<file path="src/design/s2h_pkg.sv">
package s2h_pkg;

    localparam int SingleWidth = 32;
    localparam int HalfWidth   = 16;

    localparam logic [14:0] HalfExpMask = 15'h7C00;
    localparam logic [9:0]  QuietBit    = 10'h200;

    typedef logic [SingleWidth-1:0] single_t;
    typedef logic [HalfWidth-1:0]   half_t;

    // round to nearest even on a 24-bit significand shifted right by s (14..24)
    function automatic logic [14:0] round_sig(input logic [23:0] m, input logic [4:0] s);
        logic [47:0] ext;
        logic [23:0] q;
        logic [23:0] rem;
        logic        half_bit;
        logic        sticky;
        begin
            ext      = {m, 24'd0} >> s;
            q        = ext[47:24];
            rem      = ext[23:0];
            half_bit = rem[23];
            sticky   = |rem[22:0];
            round_sig = q[14:0] + {14'd0, half_bit & (sticky | q[0])};
        end
    endfunction

    function automatic half_t narrow(input single_t x);
        logic        sgn;
        logic [7:0]  ex;
        logic [22:0] man;
        logic [9:0]  payload;
        logic [14:0] mag;
        begin
            sgn     = x[31];
            ex      = x[30:23];
            man     = x[22:0];
            payload = man[22:13];
            if (ex == 8'hFF)
            begin
                if (man == 23'd0)
                    mag = HalfExpMask;
                else if (payload == 10'd0)
                    mag = HalfExpMask | {5'd0, QuietBit};
                else
                    mag = HalfExpMask | {5'd0, payload};
            end
            else if (ex == 8'd0)
                mag = 15'd0;
            else if (ex >= 8'd143)
                mag = HalfExpMask;
            else if (ex >= 8'd113)
            begin
                // carry from rounding runs into the exponent field
                mag = {ex[4:0] - 5'd16, man[22:13]}
                      + {14'd0, man[12] & ((|man[11:0]) | man[13])};
            end
            else if (ex < 8'd102)
                mag = 15'd0;
            else
                mag = round_sig({1'b1, man}, 5'(8'd126 - ex));
            narrow = {sgn, mag};
        end
    endfunction

endpackage

</file>
<file path="src/design/single_to_half_float_narrow.sv">
// channel  dir  tdata                    tlast
// s_axis   in   [31:0] single_bits       last_in
// m_axis   out  [15:0] half_bits         last_out
// one item per cycle while m_axis accepts; input register, then result register
// reset clears both valid flags; data registers are not reset
// a stall on m_axis holds the result and fills the input stage, then
// s_axis_tready drops; no transfer is lost
module single_to_half_float_narrow
(
    input  logic                 clk,
    input  logic                 rst_n,
    input  logic                 s_axis_tvalid,
    output logic                 s_axis_tready,
    input  s2h_pkg::single_t     s_axis_tdata,   // [31:0] single_bits
    input  logic                 s_axis_tlast,
    output logic                 m_axis_tvalid,
    input  logic                 m_axis_tready,
    output s2h_pkg::half_t       m_axis_tdata,   // [15:0] half_bits
    output logic                 m_axis_tlast
);
    import s2h_pkg::*;

    logic    in_valid_reg;
    single_t in_data_reg;
    logic    in_last_reg;
    logic    out_valid_reg;
    half_t   out_data_reg;
    logic    out_last_reg;
    logic    out_load;
    logic    in_load;

    assign out_load      = in_valid_reg && (!out_valid_reg || m_axis_tready);
    assign s_axis_tready = !in_valid_reg || out_load;
    assign in_load       = s_axis_tvalid && s_axis_tready;

    always_ff @(posedge clk or negedge rst_n)
    begin
        if (!rst_n)
        begin
            in_valid_reg  <= 1'b0;
            out_valid_reg <= 1'b0;
        end
        else
        begin
            if (s_axis_tready)
                in_valid_reg <= s_axis_tvalid;
            if (!out_valid_reg || m_axis_tready)
                out_valid_reg <= in_valid_reg;
        end
    end

    always_ff @(posedge clk)
    begin
        if (in_load)
        begin
            in_data_reg <= s_axis_tdata;
            in_last_reg <= s_axis_tlast;
        end
        if (out_load)
        begin
            out_data_reg <= narrow(in_data_reg);
            out_last_reg <= in_last_reg;
        end
    end

    assign m_axis_tvalid = out_valid_reg;
    assign m_axis_tdata  = out_data_reg;
    assign m_axis_tlast  = out_last_reg;

endmodule

</file>
<file path="config.mk">
export PLATFORM = sky130hd
export DESIGN_NAME = single_to_half_float_narrow
export DESIGN_NICKNAME = d
export VERILOG_FILES = /design/src/design/s2h_pkg.sv /design/src/design/single_to_half_float_narrow.sv
export SDC_FILE = /design/constraint.sdc
export NUM_CORES = 1
export LEC_CHECK = 0
export ABC_CLOCK_PERIOD_IN_PS = 8000
export BUFFER_PORTS_ARGS = -buffer_cell sky130_fd_sc_hd__buf_2
export CORE_ASPECT_RATIO = 0.7
export CORE_MARGIN = 4
export CORE_UTILIZATION = 64
export CTS_CLUSTER_DIAMETER = 80
export DETAILED_ROUTE_END_ITERATION = 16
export GPL_TIMING_DRIVEN = 0
export PLACE_DENSITY = 0.87
export SLEW_MARGIN = 10
export SYNTH_ARGS = -nofsm -noshare
export SYNTH_HDL_FRONTEND = slang
export SYNTH_SLANG_ARGS = --single-unit
export TNS_END_PERCENT = 1
</file>
<file path="constraint.sdc">
create_clock -name clk -period 8 [get_ports clk]
set_input_delay 1.2 -clock clk [delete_from_list [all_inputs] [get_ports clk]]
set_output_delay 1.2 -clock clk [all_outputs]
set_load 0.1 [all_outputs]
</file>
# == Yosys cells after proc, flatten, opt, wreduce, memory -nomap -nowiden ==
# Index checks and enable logic that the tools add are counted.
# totals
reg_bits,52
input_bits,37
wordCells,37
# classes
n_addsub,4
n_lt_le_gt_ge,3
n_eq_ne,1
n_shift,1
n_mux,7
n_bitwise,4
reduce_logical,11
# op_table
op,n
$mux 15,5
$shr 48x5->39,1
$add 15x1->15,2
$logic_not 23->1,1
$reduce_or 23->1,1
$mux 10,2
$reduce_or 12->1,1
$logic_not 10->1,1
$eq 8x8->1 const B,1
$ge 8x7->1 const B,1
$ge 8x8->1 const B,1
$logic_not 8->1,1
$lt 8x7->1 const B,1
$sub 5x5->5 const A,1
$sub 5x5->5 const B,1
$and 1x1->1,2
$logic_and 1x1->1,2
$logic_not 1->1,2
$logic_or 1x1->1,2
$or 1x1->1,2

# == Longest topological paths before layout ==
# Gate-level depths: netlist (run 1).
# logic_depth
ltp_word,11
mapped_depth,16
mapped_depth_nobuf,11

# == Least setup slack after synthesis (run 1) ==
# OpenSTA, ideal clock, no wires.
# synth_path
path_kind,register -> register
startpoint,register in_data_reg[23]
endpoint,"register out_data_reg[12], in the netlist m_axis_tdata[12] (data pin)"
setup_ns,0.272
arrival_ns,3.401
required_ns,7.728
setup_slack_ns,4.327
path_stages_with_launch,15
n_path_buf,3
cell_sequence,edfxtp_1 -> buf_4 -> inv_2 -> buf_2 -> ha_1 -> buf_6 -> mux2_1 -> mux2_2 -> mux4_2 -> a32o_1 -> ha_1 -> nand3_4 -> nor4_2 -> xnor2_1 -> o221ai_2
# synth_via
elab_chain_len,11
# synth_rtl
element,line,source
from (decl),single_to_half_float_narrow.sv:24,single_t in_data_reg;
from (signal assigned),single_to_half_float_narrow.sv:56,in_data_reg <= s_axis_tdata;
$sub 5x5->5,s2h_pkg.sv:62,"mag = round_sig({1'b1, man}, 5'(8'd126 - ex));"
$shr 48x5->39,s2h_pkg.sv:20,"ext = {m, 24'd0} >> s;"
$reduce_or 23->1,s2h_pkg.sv:24,sticky = |rem[22:0];
$or 1x1->1,s2h_pkg.sv:25,"round_sig = q[14:0] + {14'd0, half_bit & (sticky | q[0])};"
$and 1x1->1,s2h_pkg.sv:25,
$add 15x1->15,s2h_pkg.sv:25,
$mux 15,s2h_pkg.sv:59,else if (ex < 8'd102)
$mux 15,s2h_pkg.sv:53,else if (ex >= 8'd113)
$mux 15,s2h_pkg.sv:51,else if (ex >= 8'd143)
$mux 15,s2h_pkg.sv:49,else if (ex == 8'd0)
$mux 15 *,s2h_pkg.sv:40,if (ex == 8'hFF)
to (signal assigned),single_to_half_float_narrow.sv:61,out_data_reg <= narrow(in_data_reg);
to (decl),single_to_half_float_narrow.sv:27,half_t out_data_reg;
# Every way passes the cells marked *; elsewhere a longest branch is shown, timed or not.
# A chain may end at the register's enable or synchronous reset.

# == Worst setup path in the final report (run 1) ==
# layout_path
startpoint,register in_data_reg[23]
endpoint,"register out_data_reg[0], in the netlist m_axis_tdata[0] (data pin)"
# The elaborated chain is that of the path after synthesis.

==> results of run 1 <==
power groups by stage:
stage	Clock, W	Combinational, W	Sequential, W
6_report	0.000149	0.000400	0.000339
5_1_grt	0.000170	0.000420	0.000341
4_1_cts	0.000155	0.000388	0.000339
3_5_place_dp	0	0.000386	0.000345
3_3_place_gp	0	0.000382	0.000344
2_1_floorplan	0	0.000234	0.000406
cells by family after synthesis:
family,synth area share [%]
compound gates,13.7
simple gates,17.0
buf+inv,4.32
flops,34.6
xor+xnor,5.60
mux,22.6
fa+ha+maj,2.23
stage by stage:
stage / util [%] / cell area (um2) / hold slack, ns / total power, W
2_1_floorplan: - / 4490 / 0.400 / 0.000641
3_3_place_gp: 71.9 / 4880 / 0.403 / 0.000726
3_5_place_dp: 71.9 / 4880 / 0.405 / 0.000731
4_1_cts: 73.2 / 4970 / 0.428 / 0.000881
5_1_grt: 73.2 / 4970 / 0.443 / 0.000931
6_report: 73.2 / 4970 / 0.426 / 0.000888
layout make-up:
class,instances,share of cell area (%)
multi-input combinational,328,55.3
timing repair buffer,55,5.54
inverter,6,0.453
clock inverter,1,0.176
tap,94,2.37
buffer,33,3.45
clock buffer,7,1.54
sequential,52,31.2
final timing paths:
path | endpoint | slack [ns]
max reg2reg | m_axis_tdata[0] | 3.51
min in group asynchronous | in_valid_reg | 0.66
min reg2reg | m_axis_tdata[15] | 0.43
max in group asynchronous | m_axis_tvalid | 7.25
max | m_axis_tdata[0] | 3.51
min | m_axis_tdata[15] | 0.43
per-layer routing:
metal,routed length [um],global-route usage (%),part of all wire [%],vias up
li1,-,-,-,1766
met1,5040,48.2,39,1939
met2,5540,44.7,43,350
met3,2010,8.79,16,36
met4,267,6.81,2.1,0
met5,0,0,0,-
cell usage in the layout (no fill, tap or decap), drive strengths merged, types with 8 or more instances in the layout:
cell type,count
clkbuf,24
nor3,10
mux2,19
o21ai,20
ha,8
and3,8
xnor2,15
o221ai,10
buf,71
mux4,23
a21oi,17
nand2,36
nand3,17
nor2,18
edfxtp,50
xor2,12
mux2i,28
nor4,14
worst register-to-register path, stage by stage, from the launching register on:
cell       delay (ns)
edfxtp_1         0.44
buf_4            0.27
inv_2            0.06
buf_2            0.22
ha_1             0.47
buf_6            0.22
buf_8            0.16
buf_2            0.27
nand3b_1         0.18
o21a_1           0.24
mux4_2           0.56
a2111oi_0        0.41
nand4_1          0.18
a221oi_1         0.40
o21ai_1          0.15
==> results.json, run 1 <==
{
  "status": "completed",
  "startpoint": "in_data_reg[23]",
  "synthTopCellsByArea": "edfxtp_1, mux4_2, mux2i_1, mux2_2, nand2_1",
  "synthFlopType": "edfxtp_1",
  "clockBufferDepth": 2,
  "hold_class": "register to register",
  "wirelength_um": 12900,
  "arrival_ns": 4.54,
  "crit_fanout": 12,
  "drv_cap": 0,
  "synthesis.area_um2": 4490,
  "core_um2": 6790,
  "post-route-period-util_pct": 56.2,
  "power_frac_seq_pct": 38.2,
  "cts_tree": "built",
  "io_buffers": 55,
  "synth_nets": 464,
  "grt_pass1_wl_um": 20400,
  "gr-total-overflow": 0,
  "max_stage_delay_ns": 0.56,
  "path_buf_inv": 6,
  "syn_inst": 419,
  "path_clk_slew_ns": 0.09,
  "vias": 4091,
  "path_depth": 14,
  "crit_slowest_cell": "mux4_2",
  "synth_edf_count": 50,
  "post-synth-top-area-cell": "edfxtp_1",
  "clock-sinks": 52,
  "grt_max_degree": 34,
  "largest_reg_flops": 32,
  "ys_top_cells_by_count": "edfxtp_1, nand2_1, mux2i_1, mux4_2, nor2_1",
  "grt_usage_pct": 31.5,
  "fin_ws_ns": 3.51,
  "seq_area_frac_synth_pct": 34.6,
  "ff_latch_area_um2": 1550,
  "finalHoldViolCount": 0,
  "rr_startpoint": "in_data_reg[23]",
  "power_per_cell_area_nw_per_um2": 179,
  "yosys_warnings": 0,
  "die_y_um": 78.1,
  "synth_top_area_share_pct": 33.4,
  "synth-seq-cells": 52,
  "stdcell_count": 576,
  "worstSetupPathType": "register to register",
  "finalSetupViolations": 0,
  "comb_power_share_pct": 45.0,
  "worstHoldStart": "in_data_reg[31]",
  "dp_cells": 568,
  "post-place-ws_ns": 3.62,
  "final_max_slew_viol_count": 0,
  "antenna_cells": 0,
  "timing.fmax_ghz": 0.223,
  "clkPwrFrac_pct": 16.8,
  "cts_buffers": 5,
  "setup_tns_ns": 0,
  "power.switching_w": 0.000365,
  "post-route-min-period_ns": 4.49,
  "critPathLaunchType": "register",
  "worstPathCellList": "buf_4 -> inv_2 -> buf_2 -> ha_1 -> buf_6 -> buf_8 -> buf_2 -> nand3b_1 -> o21a_1 -> mux4_2 -> a2111oi_0 -> nand4_1 -> a221oi_1 -> o21ai_1",
  "htreeDepth": 2,
  "routedWlPerCell_um": 22.3,
  "antenna_found_initial": 0,
  "switching_share_pct": 41.1,
  "fillers": 501,
  "io_pins": 56,
  "dieArea_um2": 8440,
  "place_congestion": 0.955,
  "postCtsSetupBuffers": 0,
  "worstMarginPinSlew_ns": 1.08,
  "layout.nets": 526,
  "syn2layout_area_growth_pct": 10.7,
  "synth.avg_cell_area_um2": 10.7,
  "grt_pass1_vias": 3742,
  "ant_nets": 0,
  "multi_input_area_um2": 2750,
  "whs_path_depth": 0,
  "ctsHoldBuffers": 0,
  "drt_first_pass_iters": 6,
  "cpLargestDelayFamily": "compound AO/OA/AOI/OAI gates",
  "async_reset_ff_share_pct": 3.85,
  "skew_ns": 0.00916,
  "start_util_pct": 66.1,
  "dpl.hpwl_um": 9580,
  "end_kind": "register",
  "synth_cell_types": 68,
  "post_cts_resized": 0,
  "viasPerCell": 7.10,
  "cp_common_cell": "buf_2",
  "p_int_w": 0.000523,
  "rows": 25,
  "slew_headroom_pct": 28.0,
  "ir_drop_mv": 0.130,
  "rr_worst_depth": 14,
  "drive_gt1_share_pct": 27.6,
  "drcViolationCount": 0,
  "yosysMostFrequentCell": "edfxtp_1",
  "drt_iter0_markers": 586,
  "clock_latency_ns": 0.31,
  "cts_root_buffer": "clkbuf_8",
  "leakage_nw": 1.80,
  "grt_setup_unrepaired": "false",
  "cp.required_ns": 8.05,
  "die_w_um": 108
}
No activity file was read; power rests on OpenSTA's default activity.
==> run 2: changes to the inputs <==
ABC_CLOCK_PERIOD_IN_PS = 4500   (was 8000)
CORE_UTILIZATION = 59   (was 64)
PLACE_DENSITY = 0.81   (was 0.87)
clock period = 4.5 ns   (was 8 ns; I/O delays follow)
==> results.json, run 2 (synthesis results as in run 1) <==
{
  "critPathLaunchType": "register",
  "max_stage_delay_ns": 0.54,
  "dieArea_um2": 9090,
  "syn2layout_area_growth_pct": 12.6,
  "finalSetupViolations": 0,
  "place_congestion": 0.984,
  "end_kind": "register",
  "startpoint": "in_data_reg[23]",
  "final_max_slew_viol_count": 0,
  "hold_class": "primary input to asynchronous set/reset pin",
  "post-route-period-util_pct": 96.8,
  "gr-total-overflow": 0,
  "cts_tree": "built",
  "setup_tns_ns": 0,
  "antenna_found_initial": 0,
  "die_y_um": 81.0,
  "rr_worst_depth": 13,
  "drcViolationCount": 0,
  "regToRegSetupSlack_ns": 0.15,
  "skew_ns": 0.00656,
  "ctsHoldBuffers": 0,
  "grt_max_degree": 34,
  "ant_nets": 0,
  "timing.fmax_ghz": 0.230,
  "layout_common_cells": "buf_2, edfxtp_1, nand2_1",
  "routedWlPerCell_um": 21.5,
  "io_pins": 56,
  "place_area_um2": 4890,
  "dpl.hpwl_um": 9330,
  "wl_met3_um": 1770,
  "drt_first_pass_iters": 5,
  "fin_ws_ns": 0.145,
  "drt_iter0_markers": 491,
  "wl_met2_um": 5210,
  "wl_met1_um": 5370,
  "worstSetupPathType": "register to register",
  "rows": 26,
  "power_per_cell_area_nw_per_um2": 319,
  "layout_commonest_cell": "buf_2",
  "fin_util_pct": 68.8,
  "start_util_pct": 61.1,
  "core_um2": 7350,
  "antenna_cells": 0,
  "ir_drop_mv": 0.200,
  "r2r_end": "m_axis_tdata[0]",
  "post-place-ws_ns": 0.0128,
  "io_buffers": 55,
  "viasPerCell": 6.82,
  "grt_pass1_wl_um": 19600,
  "layout.nets": 530,
  "clockBufferDepth": 2,
  "drv_cap": 0,
  "die_w_um": 112,
  "finalHoldViolCount": 0,
  "design_area_um2": 5050,
  "crit_slowest_cell": "mux4_2",
  "leakage_nw": 1.83,
  "clock_latency_ns": 0.31,
  "worstPathCellList": "buf_4 -> inv_2 -> buf_2 -> ha_1 -> buf_6 -> buf_2 -> mux4_2 -> buf_12 -> mux4_2 -> a2111oi_0 -> nand4_1 -> a221oi_1 -> o21ai_1",
  "clock-sinks": 52,
  "grt_usage_pct": 27.7,
  "grt_setup_unrepaired": "false",
  "worstMarginPinSlew_ns": 0.989,
  "grt_pass1_vias": 3624,
  "vias": 3980,
  "cp.required_ns": 4.55,
  "largest_reg_flops": 32,
  "wirelength_um": 12500,
  "rr_startpoint": "in_data_reg[23]",
  "drive_gt1_share_pct": 29.6,
  "arrival_ns": 4.41,
  "slew_headroom_pct": 33.9,
  "crit_fanout": 12,
  "cts_root_buffer": "clkbuf_8",
  "cts_buffers": 5,
  "post-route-min-period_ns": 4.35,
  "highest_layer": "met4",
  "path_clk_slew_ns": 0.09,
  "htreeDepth": 2,
  "status": "completed",
  "fillers": 580
}
==> run 2: metrics by stage <==
step | total power (W) | hold slack, ns | cells
after floorplan | 0.00114 | 0.379 | 419
after global placement | 0.00129 | 0.401 | 572
after detailed placement | 0.00130 | 0.406 | 572
after CTS | 0.00158 | 0.131 | 580
after global routing | 0.00168 | 0.120 | 584
final | 0.00161 | 0.136 | 584
==> run 2: how the worst max path moves through the flow <==
stage | to | cells past startpoint
floorplan | m_axis_tdata[12] | 14
global placement | m_axis_tdata[14] | 16
detailed placement | m_axis_tdata[14] | 15
CTS | m_axis_tdata[14] | 15
global route | m_axis_tdata[0] | 13
finish | m_axis_tdata[0] | 13
==> run 2: per-layer routing <==
layer  GRT usage, %  vias to the layer above
li1               -                     1776
met1           41.2                     1874
met2           40.1                      302
met3           8.64                       28
met4           5.88                        0
met5              0                        -
==> run 2: layout make-up <==
cell class                 instances  area (um2)  area share [%]
multi-input combinational        328        2770            54.9
sequential                        52        1550            30.7
timing repair buffer              59         318            6.29
buffer                            33         173            3.42
tap                               98         123            2.43
clock buffer                       7        86.3            1.71
inverter                           6        22.5           0.446
clock inverter                     1        8.76           0.173
==> run 2: repair_timing <==
item | in CTS | in global routing
resized for setup | 0 | 7
setup buffers | 0 | 4
endpoints found under the hold margin | 0 | 0
setup endpoints to repair | 0 | 8
==> run 2: power by group <==
group	internal, W	total, W	switching, W
Clock	0.000126	0.000285	0.000158
Combinational	0.000251	0.000724	0.000473
Sequential	0.000578	0.000603	0.0000248
Total	0.000955	0.00161	0.000656
==> run 2: worst max-delay path, delay by kind of cell (launching register included) <==
| family | cells | cell delay [ns] |
|---|---|---|
| buffers and inverters | 6 | 1.19 |
| DFF | 1 | 0.41 |
| and+or+nand+nor | 1 | 0.16 |
| adders and majority gates | 1 | 0.45 |
| AOI/OAI and AO/OA | 3 | 0.92 |
| muxes | 2 | 0.96 |
